--- src/sv/bcc_pkg.sv ---
// Shared types and constants of the button click classifier.
// No dependencies.
package bcc_pkg;

    localparam int TIMER_BITS_DEF = 16;
    localparam int ELAPSED_W      = 16;
    localparam int CFG_W          = 16;
    localparam int EVENT_W        = 2;
    localparam int CFG_IDX_W      = 1;

    typedef logic [EVENT_W-1:0]   t_event;
    typedef logic [CFG_IDX_W-1:0] t_cfg_idx;

    localparam t_event EV_NONE   = 2'd0;
    localparam t_event EV_SINGLE = 2'd1;
    localparam t_event EV_DOUBLE = 2'd2;
    localparam t_event EV_LONG   = 2'd3;

    localparam t_cfg_idx REG_DOUBLE_CLICK_GAP = 1'b0;
    localparam t_cfg_idx REG_LONG_PRESS_LIMIT = 1'b1;

    localparam logic [CFG_W-1:0] GAP_RESET   = 16'd350;
    localparam logic [CFG_W-1:0] LIMIT_RESET = 16'd1000;

    typedef struct packed {
        logic [CFG_W-1:0] double_click_gap;
        logic [CFG_W-1:0] long_press_limit;
    } t_cfg;

endpackage

--- src/sv/bcc_in_if.sv ---
// Sample channel: button level and elapsed milliseconds.
// Depends on bcc_pkg.
interface bcc_in_if;
    import bcc_pkg::*;

    logic                 valid;
    logic                 ready;
    logic                 button_level;
    logic [ELAPSED_W-1:0] elapsed_ms;

    modport source (output valid, output button_level, output elapsed_ms, input ready);
    modport sink   (input valid, input button_level, input elapsed_ms, output ready);
endinterface

--- src/sv/bcc_out_if.sv ---
// Result channel: classified click event.
// Depends on bcc_pkg.
interface bcc_out_if;
    import bcc_pkg::*;

    logic   valid;
    logic   ready;
    t_event click_event;

    modport source (output valid, output click_event, input ready);
    modport sink   (input valid, input click_event, output ready);
endinterface

--- src/sv/bcc_cfg_if.sv ---
// Configuration write channel: register index and write data.
// Depends on bcc_pkg.
interface bcc_cfg_if;
    import bcc_pkg::*;

    logic             valid;
    logic             ready;
    t_cfg_idx         index;
    logic [CFG_W-1:0] data;

    modport source (output valid, output index, output data, input ready);
    modport sink   (input valid, input index, input data, output ready);
endinterface

--- src/sv/bcc_cfg_regs.sv ---
// Configuration registers: double-click gap and long-press limit.
// Depends on bcc_pkg and bcc_cfg_if.
module bcc_cfg_regs (
    input  logic          i_clk,
    input  logic          i_rst_n,
    bcc_cfg_if.sink       i_cfg,
    output bcc_pkg::t_cfg o_cfg
);
    import bcc_pkg::*;

    t_cfg r_cfg;
    t_cfg n_cfg;

    assign i_cfg.ready = 1'b1;

    always_comb begin
        n_cfg = r_cfg;
        if (i_cfg.valid) begin
            case (i_cfg.index)
                REG_DOUBLE_CLICK_GAP: n_cfg.double_click_gap = i_cfg.data;
                REG_LONG_PRESS_LIMIT: n_cfg.long_press_limit = i_cfg.data;
                default: n_cfg = r_cfg;
            endcase
        end
    end

    always_ff @(posedge i_clk) begin
        if (!i_rst_n) begin
            r_cfg.double_click_gap <= GAP_RESET;
            r_cfg.long_press_limit <= LIMIT_RESET;
        end else begin
            r_cfg <= n_cfg;
        end
    end

    assign o_cfg = r_cfg;
endmodule

--- src/sv/bcc_classify.sv ---
// Button state registers and the per-sample classification logic.
// Depends on bcc_pkg.
module bcc_classify #(
    parameter int TIMER_BITS = bcc_pkg::TIMER_BITS_DEF
) (
    input  logic                            i_clk,
    input  logic                            i_rst_n,
    input  logic                            i_accept,
    input  logic                            i_level,
    input  logic [bcc_pkg::ELAPSED_W-1:0]   i_elapsed,
    input  bcc_pkg::t_cfg                   i_cfg,
    output bcc_pkg::t_event                 o_event
);
    import bcc_pkg::*;

    // Compare width covers the timers and the 16-bit limits and deltas.
    localparam int CW0 = (TIMER_BITS > ELAPSED_W) ? TIMER_BITS : ELAPSED_W;
    localparam int CW  = (CW0 > CFG_W) ? CW0 : CFG_W;
    localparam int SW  = CW + 1;

    logic                  r_prev_level;
    logic                  n_prev_level;
    logic [TIMER_BITS-1:0] r_press;
    logic [TIMER_BITS-1:0] n_press;
    logic [TIMER_BITS-1:0] r_release;
    logic [TIMER_BITS-1:0] n_release;
    logic                  r_awaiting;
    logic                  n_awaiting;
    logic [TIMER_BITS-1:0] w_press_sum;
    logic [TIMER_BITS-1:0] w_release_sum;
    t_event                w_event;

    function automatic logic [TIMER_BITS-1:0] sat_add(
        input logic [TIMER_BITS-1:0] t,
        input logic [ELAPSED_W-1:0]  d
    );
        logic [SW-1:0] sum;
        sum = SW'(t) + SW'(d);
        if (|sum[SW-1:TIMER_BITS]) begin
            return {TIMER_BITS{1'b1}};
        end
        return sum[TIMER_BITS-1:0];
    endfunction

    assign w_press_sum   = sat_add(r_press, i_elapsed);
    assign w_release_sum = sat_add(r_release, i_elapsed);

    always_comb begin
        n_prev_level = i_level;
        n_press      = r_press;
        n_release    = r_release;
        n_awaiting   = r_awaiting;
        w_event      = EV_NONE;
        case ({i_level, r_prev_level})
            2'b10: begin
                // press edge: release timer restarts, no press time yet
                n_release = '0;
            end
            2'b01: begin
                if (CW'(r_press) >= CW'(i_cfg.long_press_limit)) begin
                    w_event = EV_LONG;
                end else if (r_awaiting) begin
                    w_event    = EV_DOUBLE;
                    n_awaiting = 1'b0;
                end else begin
                    n_awaiting = 1'b1;
                end
                n_press = '0;
            end
            2'b11: begin
                n_press = w_press_sum;
            end
            default: begin
                n_release = w_release_sum;
                if (r_awaiting && (CW'(w_release_sum) >= CW'(i_cfg.double_click_gap))) begin
                    w_event    = EV_SINGLE;
                    n_awaiting = 1'b0;
                end
            end
        endcase
    end

    always_ff @(posedge i_clk) begin
        if (!i_rst_n) begin
            r_prev_level <= 1'b0;
            r_press      <= '0;
            r_release    <= '0;
            r_awaiting   <= 1'b0;
        end else if (i_accept) begin
            r_prev_level <= n_prev_level;
            r_press      <= n_press;
            r_release    <= n_release;
            r_awaiting   <= n_awaiting;
        end
    end

    assign o_event = w_event;
endmodule

--- src/sv/bcc_out_stage.sv ---
// Result register with valid/ready handshake toward the consumer.
// Depends on bcc_pkg and bcc_out_if.
module bcc_out_stage (
    input  logic            i_clk,
    input  logic            i_rst_n,
    input  logic            i_load,
    input  bcc_pkg::t_event i_event,
    output logic            o_free,
    bcc_out_if.source       o_out
);
    import bcc_pkg::*;

    logic   r_valid;
    logic   n_valid;
    t_event r_event;

    // A new result may load when empty or when the held one transfers now.
    assign o_free = !r_valid || o_out.ready;

    always_comb begin
        n_valid = r_valid;
        if (i_load) begin
            n_valid = 1'b1;
        end else if (o_out.ready) begin
            n_valid = 1'b0;
        end
    end

    always_ff @(posedge i_clk) begin
        if (!i_rst_n) begin
            r_valid <= 1'b0;
        end else begin
            r_valid <= n_valid;
        end
    end

    always_ff @(posedge i_clk) begin
        if (i_load) begin
            r_event <= i_event;
        end
    end

    assign o_out.valid       = r_valid;
    assign o_out.click_event = r_event;
endmodule

--- src/sv/button_click_classifier_core.sv ---
// Button click classifier: turns timed button samples into click events.
// Depends on bcc_pkg, the channel interfaces, bcc_cfg_regs, bcc_classify, bcc_out_stage.
//
// Every accepted sample (button level plus milliseconds since the previous sample)
// produces exactly one click_event (none, single, double or long), presented in the cycle
// after the sample transfers. A sample can transfer every cycle: the press/release
// timers and the pending-click flag are updated in a single pass between the sample
// transfer and the result register. The input is back-pressured only while a result
// is held in the output register and the consumer is not ready. Timers are
// TIMER_BITS wide and saturate. Configuration writes are always ready and take
// effect on the next sample; write them while no sample is in flight.
module button_click_classifier_core #(
    parameter int TIMER_BITS = bcc_pkg::TIMER_BITS_DEF
) (
    input  logic      i_clk,
    input  logic      i_rst_n,
    bcc_in_if.sink    i_in,
    bcc_cfg_if.sink   i_cfg,
    bcc_out_if.source o_out
);
    import bcc_pkg::*;

    t_cfg   w_cfg;
    t_event w_event;
    logic   w_free;
    logic   w_accept;

    assign i_in.ready = w_free;
    assign w_accept   = i_in.valid && w_free;

    bcc_cfg_regs u_cfg_regs (
        .i_clk   (i_clk),
        .i_rst_n (i_rst_n),
        .i_cfg   (i_cfg),
        .o_cfg   (w_cfg)
    );

    bcc_classify #(
        .TIMER_BITS (TIMER_BITS)
    ) u_classify (
        .i_clk     (i_clk),
        .i_rst_n   (i_rst_n),
        .i_accept  (w_accept),
        .i_level   (i_in.button_level),
        .i_elapsed (i_in.elapsed_ms),
        .i_cfg     (w_cfg),
        .o_event   (w_event)
    );

    bcc_out_stage u_out_stage (
        .i_clk   (i_clk),
        .i_rst_n (i_rst_n),
        .i_load  (w_accept),
        .i_event (w_event),
        .o_free  (w_free),
        .o_out   (o_out)
    );
endmodule

--- src/flat_wrapper.sv ---
// flat-port wrapper written by rule: the top's interface ports become plain ports
module button_click_classifier_core_flat import bcc_pkg::*;
#(
    parameter int TIMER_BITS = bcc_pkg::TIMER_BITS_DEF
)
  (i_clk, i_rst_n, i_in_valid, i_in_button_level, i_in_elapsed_ms, i_in_ready, i_cfg_valid, i_cfg_index, i_cfg_data, i_cfg_ready, o_out_valid, o_out_click_event, o_out_ready);
  bcc_in_if i_in_i ();
  bcc_cfg_if i_cfg_i ();
  bcc_out_if o_out_i ();
  input  logic i_clk;
  input  logic i_rst_n;
  input wire logic [$bits(i_in_i.valid)-1:0] i_in_valid;
  input wire logic [$bits(i_in_i.button_level)-1:0] i_in_button_level;
  input wire logic [$bits(i_in_i.elapsed_ms)-1:0] i_in_elapsed_ms;
  output wire logic [$bits(i_in_i.ready)-1:0] i_in_ready;
  input wire logic [$bits(i_cfg_i.valid)-1:0] i_cfg_valid;
  input wire logic [$bits(i_cfg_i.index)-1:0] i_cfg_index;
  input wire logic [$bits(i_cfg_i.data)-1:0] i_cfg_data;
  output wire logic [$bits(i_cfg_i.ready)-1:0] i_cfg_ready;
  output wire logic [$bits(o_out_i.valid)-1:0] o_out_valid;
  output wire logic [$bits(o_out_i.click_event)-1:0] o_out_click_event;
  input wire logic [$bits(o_out_i.ready)-1:0] o_out_ready;
  assign i_in_i.valid = i_in_valid;
  assign i_in_i.button_level = i_in_button_level;
  assign i_in_i.elapsed_ms = i_in_elapsed_ms;
  assign i_in_ready = i_in_i.ready;
  assign i_cfg_i.valid = i_cfg_valid;
  assign i_cfg_i.index = i_cfg_index;
  assign i_cfg_i.data = i_cfg_data;
  assign i_cfg_ready = i_cfg_i.ready;
  assign o_out_valid = o_out_i.valid;
  assign o_out_click_event = o_out_i.click_event;
  assign o_out_i.ready = o_out_ready;
  button_click_classifier_core #(.TIMER_BITS(TIMER_BITS)) u_core (.i_clk(i_clk), .i_rst_n(i_rst_n), .i_in(i_in_i), .i_cfg(i_cfg_i), .o_out(o_out_i));
endmodule
--- config.mk ---
export PLATFORM = sky130hd
export DESIGN_NAME = button_click_classifier_core_flat
export DESIGN_NICKNAME = d
export VERILOG_FILES = /design/src/sv/bcc_pkg.sv /design/src/sv/bcc_in_if.sv /design/src/sv/bcc_out_if.sv /design/src/sv/bcc_cfg_if.sv /design/src/sv/bcc_cfg_regs.sv /design/src/sv/bcc_classify.sv /design/src/sv/bcc_out_stage.sv /design/src/sv/button_click_classifier_core.sv /design/src/flat_wrapper.sv
export SDC_FILE = /design/constraint.sdc
export NUM_CORES = 1
export LEC_CHECK = 0
export BUFFER_PORTS_ARGS = -buffer_cell sky130_fd_sc_hd__buf_2
export CAP_MARGIN = 20
export CORE_AREA = 3 3 95 97
export CTS_CLUSTER_DIAMETER = 30
export DETAILED_ROUTE_END_ITERATION = 8
export DIE_AREA = 0 0 98 100
export GPL_TIMING_DRIVEN = 0
export PLACE_DENSITY = 0.79
export SETUP_SLACK_MARGIN = 0.5
export SLEW_MARGIN = 20
export SYNTH_ARGS = -nofsm -noshare
export SYNTH_HDL_FRONTEND = slang
export SYNTH_SLANG_ARGS = --single-unit
--- constraint.sdc ---
create_clock -name i_clk -period 5.65 [get_ports i_clk]
set_clock_uncertainty 0.15 [all_clocks]
set_input_delay 0.8475 -clock i_clk [delete_from_list [all_inputs] [get_ports i_clk]]
set_output_delay 0.8475 -clock i_clk [all_outputs]
set_load 0.01 [all_outputs]
==> results of run 1 <==
sequential cells by signal, indices dropped and copies added, names as in the netlist:
name / cells
u_core.u_cfg_regs.o_cfg: 32
u_core.u_classify.r_awaiting: 1
u_core.u_classify.r_press: 16
u_core.u_classify.r_prev_level: 1
u_core.u_classify.r_release: 16
u_core.u_out_stage.o_out.click_event: 2
u_core.u_out_stage.o_out.valid: 1
metal layers:
metal,vias up,track usage [%],wire length [um]
met2,100,40.63,5312
met4,0,9.052,226
li1,2225,-,-
met3,20,3.475,502
met5,-,0,0
met1,2004,32.87,5703
cell usage after synthesis (14+ instances only):
| master | count | area (um2) |
|---|---|---|
| sky130_fd_sc_hd__nor2_1 | 33 | 123.9 |
| sky130_fd_sc_hd__a21o_1 | 26 | 195.2 |
| sky130_fd_sc_hd__a21boi_0 | 22 | 165.2 |
| sky130_fd_sc_hd__dfxtp_1 | 67 | 1341 |
| sky130_fd_sc_hd__clkbuf_1 | 22 | 82.58 |
| sky130_fd_sc_hd__o211ai_1 | 14 | 105.1 |
| sky130_fd_sc_hd__nand2_1 | 86 | 322.8 |
| sky130_fd_sc_hd__nor2b_1 | 15 | 93.84 |
| sky130_fd_sc_hd__nand2b_1 | 18 | 112.6 |
| sky130_fd_sc_hd__a21oi_1 | 31 | 155.2 |
| sky130_fd_sc_hd__o21ai_1 | 20 | 100.1 |
| sky130_fd_sc_hd__inv_1 | 39 | 146.4 |
| sky130_fd_sc_hd__ha_1 | 64 | 800.8 |
worst max-delay path, cell delays in order:
cell and delay (ns):
sky130_fd_sc_hd__buf_2 0.11, sky130_fd_sc_hd__ha_1 0.23, sky130_fd_sc_hd__fa_1 0.44, sky130_fd_sc_hd__a211o_1 0.37, sky130_fd_sc_hd__a211oi_4 0.31, sky130_fd_sc_hd__o31ai_2 0.14, sky130_fd_sc_hd__nand3_1 0.13, sky130_fd_sc_hd__nand3_2 0.14
sky130_fd_sc_hd__buf_2 0.22, sky130_fd_sc_hd__or2_1 0.25, sky130_fd_sc_hd__ha_1 0.28, sky130_fd_sc_hd__a21o_1 0.16, sky130_fd_sc_hd__a21o_1 0.17, sky130_fd_sc_hd__a21oi_1 0.16, sky130_fd_sc_hd__o21ai_1 0.10, sky130_fd_sc_hd__a221oi_1 0.40
sky130_fd_sc_hd__o21ai_0 0.14, sky130_fd_sc_hd__a32o_1 0.25
cell usage in the layout, fill, tap and decap left out, types with 3 or more instances in the layout:
cell                        n
sky130_fd_sc_hd__o21a_1     8
sky130_fd_sc_hd__mux2i_1    3
sky130_fd_sc_hd__o211ai_1  14
sky130_fd_sc_hd__nor2_1    33
sky130_fd_sc_hd__a211oi_1   6
sky130_fd_sc_hd__clkbuf_8  10
sky130_fd_sc_hd__a31oi_1    4
sky130_fd_sc_hd__o21bai_1   6
sky130_fd_sc_hd__xnor2_1    5
sky130_fd_sc_hd__dfxtp_1   67
sky130_fd_sc_hd__a32o_1     8
sky130_fd_sc_hd__a21boi_0  22
sky130_fd_sc_hd__xor2_1     9
sky130_fd_sc_hd__o31ai_1    3
sky130_fd_sc_hd__nor2b_1   15
sky130_fd_sc_hd__a21oi_1   31
sky130_fd_sc_hd__o21ai_0    8
sky130_fd_sc_hd__o21ai_1   20
sky130_fd_sc_hd__nand2b_1  18
sky130_fd_sc_hd__nand3_1    5
sky130_fd_sc_hd__clkinv_2   3
sky130_fd_sc_hd__ha_1      64
sky130_fd_sc_hd__inv_1     39
sky130_fd_sc_hd__a21o_1    26
sky130_fd_sc_hd__buf_2     44
sky130_fd_sc_hd__nand4_1    7
sky130_fd_sc_hd__clkbuf_1  24
sky130_fd_sc_hd__nand2_1   86
sky130_fd_sc_hd__a22oi_1   10
sky130_fd_sc_hd__and2_1     3
metrics by stage:
step	area (um2)	setup WS, ns
after detailed placement	5265	0.3807
after global placement	5265	0.3897
after floorplan	4923	1.042
after CTS	5434	0.7542
final	5434	0.7460
after global routing	5434	0.5379
logic make-up (layout without fill, tap and decap cells):
logic type	after synthesis	count (layout)	share of synthesized area (%)
compound gates	191	191	28.77
simple gates	184	184	17.51
flops	69	69	28.46
fa+ha+maj	66	66	17.08
buf+inv	64	122	5.006
xor+xnor	14	14	2.491
mux	3	3	0.6099
other cells	1	1	0.07617
power by group:
group | switching, uW | internal (uW) | total (uW)
logic | 175 | 127 | 303
clock network | 195 | 170 | 365
registers | 12.2 | 511 | 523
total | 382 | 809 | 1190
area by class of cell:
cell class                      instances  area [um2]  area share, %
Multi-Input combinational cell        459        3276          60.28
Tap cell                              105       131.4          2.418
Buffer                                 25       100.1          1.842
Clock buffer                           12       145.1          2.671
Inverter                               39       146.4          2.694
Clock inverter                          4       23.77         0.4375
Sequential cell                        69        1401          25.79
Timing Repair Buffer                   42       210.2          3.868
worst paths after layout:
check,end,cells past startpoint,slack [ns]
worst max register to register,u_core.u_out_stage.o_out.click_event[0],17,1.04
worst min-delay path,u_core.u_cfg_regs.o_cfg[11],2,0.32
worst min register to register,u_core.u_cfg_regs.o_cfg[11],2,0.32
worst max-delay path,u_core.u_out_stage.o_out.click_event[0],18,0.75
==> flow_summary.toml, run 1 <==
[run_status]
run_status = "complete, no violations"

[floorplan]
rows = 33
start_util_pct = 59.92
die_y_um = 100
die_area_mm2 = 0.009800
pin_count = 44
coreArea_mm2 = 0.008217
die_width_um = 98

[grt]
global_route.usage.total_pct = 24.58
grt_pass1_wl_um = 19550
via_count_of_the_first_global_routing_pass = 4185
overflow = 0
pin_count_of_the_biggest_net_entering_global_routing = 12
antenna_found_initial = 0

[placed_design]
gp_congestion = 0.8986
dp_hpwl_um = 9344
place.port_buffers = 42
place.detailed.instances = 739

[clocking]
cts_max_level = 3
clkSinkCount = 69
clock_latency_ns = 0.36
post_cts.repair.setup_buffers = 0
ctsResizeCount = 0
clkSlewWorstSetupHoldPaths_ns = 0.07
cts_made_buffers = 9
root_cell_of_the_clock_tree = "sky130_fd_sc_hd__clkbuf_8"
cts_tree = "done"
hold_buffers = 0
cts.path.max_buffers = 2

[synth]
sequential_cell_area_fraction_in_the_yosys_report_pct = 28.46
asyncSetResetFlopFracSynth_pct = 0
number_of_synthesized_flops_with_an_enable_pin = 2
ys_warn_count = 0
yosys_most_used_dff = "sky130_fd_sc_hd__dfxtp_1"
ys_ff_latch = 69
syn-cell-area_mm2 = 0.004923
synth.lib_cells_used.distinct = 65
syn_inst = 592
number_of_nets_in_the_synthesized_netlist = 697
synth_area_per_cell_um2 = 8.317

[timing]
fin_tns_setup_ns = 0
max_slew_margin_pct = 48.21
timing.final.hold_violations = 0
timing.final.setup_violations = 0
timing_max_transition_violations_final = 0
final_min_period_over_clock_period_pct = 86.80
max_slew.worst_pin.slew_ns = 0.7752
timing.hold.ws_ns = 0.3160
final.min_clock_period_ns = 4.904
clock.fmax_ghz = 0.2039
unrepaired_setup_endpoints_after_global_routing = "false"

[drt]
drc_errors = 0
via_count = 4349
drt_pre_antenna_iters = 4
drt_iter0_drc = 267
remaining_antenna_violation_count_after_routing = 0
routed_wl_um = 11740
viasPerCell = 5.760
routed_wire_length_per_instance_um = 15.55

[critical_path]
timing.critical_path.required_ns = 5.61
timing.setup.critical_path_class = "in -> reg"
timing.critical_path.fanout_max = 10
rr_startpoint = "u_core.u_classify.r_release[0]"
arrival_ns = 4.86
critical_path_start_type = "input port"
end_kind = "flip-flop"
critPathLaunch = "i_in_elapsed_ms[0]"

[power]
total_power_uw = 1191
p_per_area_mw_per_mm2 = 219.1
vdd_ir_max_uv = 179.9
leakage_power_uw = 0.002545

[finish]
n_fill_cell = 710
synthesis_to_layout_area_growth_pct = 10.37
antenna-diode-count = 0
final_core_util_pct = 66.13
finish.cell_count_without_fillers = 755
drive_gt1_share_pct = 10.92
layout.nets = 750

[hold_path]
hold_path.class = "reg -> reg"
hold_start = "u_core.u_cfg_regs.o_cfg[11]"

[job]
max_cap_violations = 0
(Power assumes the default switching activity.)
==> inputs of run 2 (changes only) <==
- ABC_AREA: default -> 1
- CORE_AREA: 3 3 95 97 -> 3 3 97 99
- DIE_AREA: 0 0 98 100 -> 0 0 100 102
- PLACE_DENSITY: 0.79 -> 0.78
==> flow_summary.toml, run 2 <==
[drt]
routed_wire_length_per_instance_um = 15.07
drt_pre_antenna_iters = 6
drc_errors = 0
routed_wl_um = 13550
via_count = 4986
drt_iter0_drc = 278
viasPerCell = 5.546
remaining_antenna_violation_count_after_routing = 0

[grt]
via_count_of_the_first_global_routing_pass = 4660
overflow = 0
grt_pass1_wl_um = 21650
antenna_found_initial = 0
global_route.usage.total_pct = 26.96
pin_count_of_the_biggest_net_entering_global_routing = 13

[floorplan]
die_width_um = 100
die_y_um = 102
pin_count = 44
die_area_mm2 = 0.01020
coreArea_mm2 = 0.008636
rows = 34
start_util_pct = 59.20

[clocking]
ctsResizeCount = 0
root_cell_of_the_clock_tree = "sky130_fd_sc_hd__clkbuf_8"
cts_max_level = 3
cts.path.max_buffers = 2
clock_latency_ns = 0.35
clkSinkCount = 69
cts_tree = "done"
post_cts.repair.setup_buffers = 0
hold_buffers = 0
cts_made_buffers = 9
clkSlewWorstSetupHoldPaths_ns = 0.08

[synth]
proportion_of_synthesized_area_in_mux_cells_pct = 0
asyncSetResetFlopFracSynth_pct = 0
sequential_cell_area_fraction_in_the_yosys_report_pct = 27.41
syn-cell-area_mm2 = 0.005112
synth_compound_area_share_pct = 18.16
synth.most_common_cell = "sky130_fd_sc_hd__nand2_1"
post_synth_fa_ha_maj_area_fraction_pct = 16.45
yosys_most_used_dff = "sky130_fd_sc_hd__dfxtp_1"
synth_area_leader_cell = "sky130_fd_sc_hd__dfxtp_1"
synth_simple_gate_area_share_pct = 27.36
ys_ff_latch = 69
number_of_synthesized_flops_with_an_enable_pin = 2
yosys.area_share.xor_xnor_pct = 2.227
synth_area_per_cell_um2 = 6.965
number_of_nets_in_the_synthesized_netlist = 839
ys_top_cells_by_area = "sky130_fd_sc_hd__dfxtp_1 26%, sky130_fd_sc_hd__ha_1 16%, sky130_fd_sc_hd__nand2_1 14%"
syn_inst = 734
netlist.area_leader.share_pct = 26.24
ys_warn_count = 0
synth.lib_cells_used.distinct = 41
most_used_standard_cells_in_the_synthesized_netlist = "197 x sky130_fd_sc_hd__nand2_1, 89 x sky130_fd_sc_hd__a21oi_1, 84 x sky130_fd_sc_hd__inv_1"
dominant_combinational_cell_family_by_area_after_synthesis = "simple AND/OR/NAND/NOR gates"

[critical_path]
highest_cell_delay_on_the_worst_timing_path_ns = 0.40
critical_path_start_type = "input port"
worstPathBufferInverterCount = 3
timing.setup.critical_path_class = "in -> reg"
timing.critical_path.required_ns = 5.74
slowest_cell_on_the_critical_path = "sky130_fd_sc_hd__fa_1"
critical_path.cell_chain = "buf_2 -> ha_1 -> fa_1 -> nand2_2 -> nand2_1 -> and2_4 -> a21o_1 -> a21oi_4 -> buf_12 -> nand2_4 -> ha_1 -> nand2_1 -> inv_1 -> nand2_1 -> nand2_1 -> nor2_1 -> nand2_1 -> nand2_1 -> nand2_1 -> nand3_1 -> nand2_1 -> a21oi_1 -> nor2_1"
cpMostUsedCell = "sky130_fd_sc_hd__nand2_1"
arrival_ns = 3.96
timing.critical_path.fanout_max = 10
worst_path_dominant_cell_family = "simple AND/OR/NAND/NOR gates"
end_kind = "flip-flop"

[timing]
clock.fmax_ghz = 0.2590
final_min_period_over_clock_period_pct = 68.33
timing.final.setup_violations = 0
max_slew_margin_pct = 53.96
unrepaired_setup_endpoints_after_global_routing = "false"
final.min_clock_period_ns = 3.861
timing.final.hold_violations = 0
max_slew.worst_pin.slew_ns = 0.6869
timing_max_transition_violations_final = 0
timing.hold.ws_ns = 0.3149
fin_tns_setup_ns = 0

[finish]
mostFrequentLayoutCell = "sky130_fd_sc_hd__nand2_1"
layout.nets = 892
number_of_flip_flops_under_the_largest_register_name = 32
finish.cell_count_without_fillers = 899
synthesis_to_layout_area_growth_pct = 10.35
finish.instance_area_mm2 = 0.005642
antenna-diode-count = 0
layout_common_cells = "197 x sky130_fd_sc_hd__nand2_1, 89 x sky130_fd_sc_hd__a21oi_1, 84 x sky130_fd_sc_hd__inv_1"
drive_gt1_share_pct = 12.52

[power]
p_per_area_mw_per_mm2 = 223.5
total_power_uw = 1261
vdd_ir_max_uv = 154.2
leakage_power_uw = 0.002835

[job]
max_cap_violations = 0

[run_status]
run_status = "complete, no violations"

[placed_design]
dp_hpwl_um = 11050
place.port_buffers = 42
area_after_dpl_mm2 = 0.005458
place.detailed.instances = 884
gp_congestion = 0.9299

[hold_path]
hold_path.class = "reg -> reg"
[run 2: cell count changes after synthesis, moves of 8 or more]
cell	change
sky130_fd_sc_hd__a21boi_0	-22
sky130_fd_sc_hd__a21o_1	-22
sky130_fd_sc_hd__a21oi_1	+58
sky130_fd_sc_hd__a22oi_1	-10
sky130_fd_sc_hd__a32o_1	-8
sky130_fd_sc_hd__clkbuf_1	-11
sky130_fd_sc_hd__inv_1	+45
sky130_fd_sc_hd__nand2_1	+111
sky130_fd_sc_hd__nand2b_1	-18
sky130_fd_sc_hd__nand3_1	+36
sky130_fd_sc_hd__nor2_1	+10
sky130_fd_sc_hd__nor2b_1	-14
sky130_fd_sc_hd__o21ai_0	+37
sky130_fd_sc_hd__o21ai_1	-18
[run 2: where the power goes]
group	internal [uW]	switching, uW
Combinational	128	218
Clock	184	204
Sequential	515	13.2
[run 2: logic make-up after synthesis]
family                   count (synthesis)
AO/OA/AOI/OAI                          166
XOR/XNOR                                13
adder cells (fa/ha/maj)                 66
buffers and inverters                  106
flip-flops                              69
other                                    1
AND/OR/NAND/NOR                        313
[run 2: through the flow]
step                utilization [%]  setup slack, ns
floorplan                         -            2.046
global placement              63.20            1.528
detailed placement            63.20            1.468
CTS                           65.33            1.825
global route                  65.33            1.615
finish                        65.33            1.789
[run 2: layout make-up]
type / instances / area [um2]
multi-input cells: 559 / 3286
fillers: 814 / 2994
flip-flops and latches: 69 / 1401
plain buffers: 17 / 91.34
repair buffers: 42 / 210.2
well taps: 108 / 135.1
inverters: 89 / 334.1
clock inverters: 5 / 35.03
clock buffers: 10 / 148.9
[run 2: tightest hold or removal path: stages, from the launching register on]
cell                      delay, ns
sky130_fd_sc_hd__dfxtp_1       0.30
sky130_fd_sc_hd__inv_1         0.06
sky130_fd_sc_hd__a21oi_1       0.06
[run 2: per-layer routing]
metal | part of all wire (%) | GRT usage, %
met1 | 43 | 34.46
met2 | 48 | 46.38
met3 | 5.8 | 3.686
met4 | 3.2 | 10.47
met5 | 0 | 0
[run 2: path summary, 6_finish.rpt]
| kind | startpoint | end | slack [ns] | cells past startpoint |
|---|---|---|---|---|
| hold / removal | u_core.u_cfg_regs.o_cfg[11] | u_core.u_cfg_regs.o_cfg[11] | 0.31 | 2 |
| hold reg to reg | u_core.u_cfg_regs.o_cfg[11] | u_core.u_cfg_regs.o_cfg[11] | 0.31 | 2 |
| setup / recovery | i_in_elapsed_ms[0] | u_core.u_classify.r_awaiting | 1.79 | 23 |
| setup reg to reg | u_core.u_classify.r_release[0] | u_core.u_classify.r_awaiting | 2.12 | 22 |
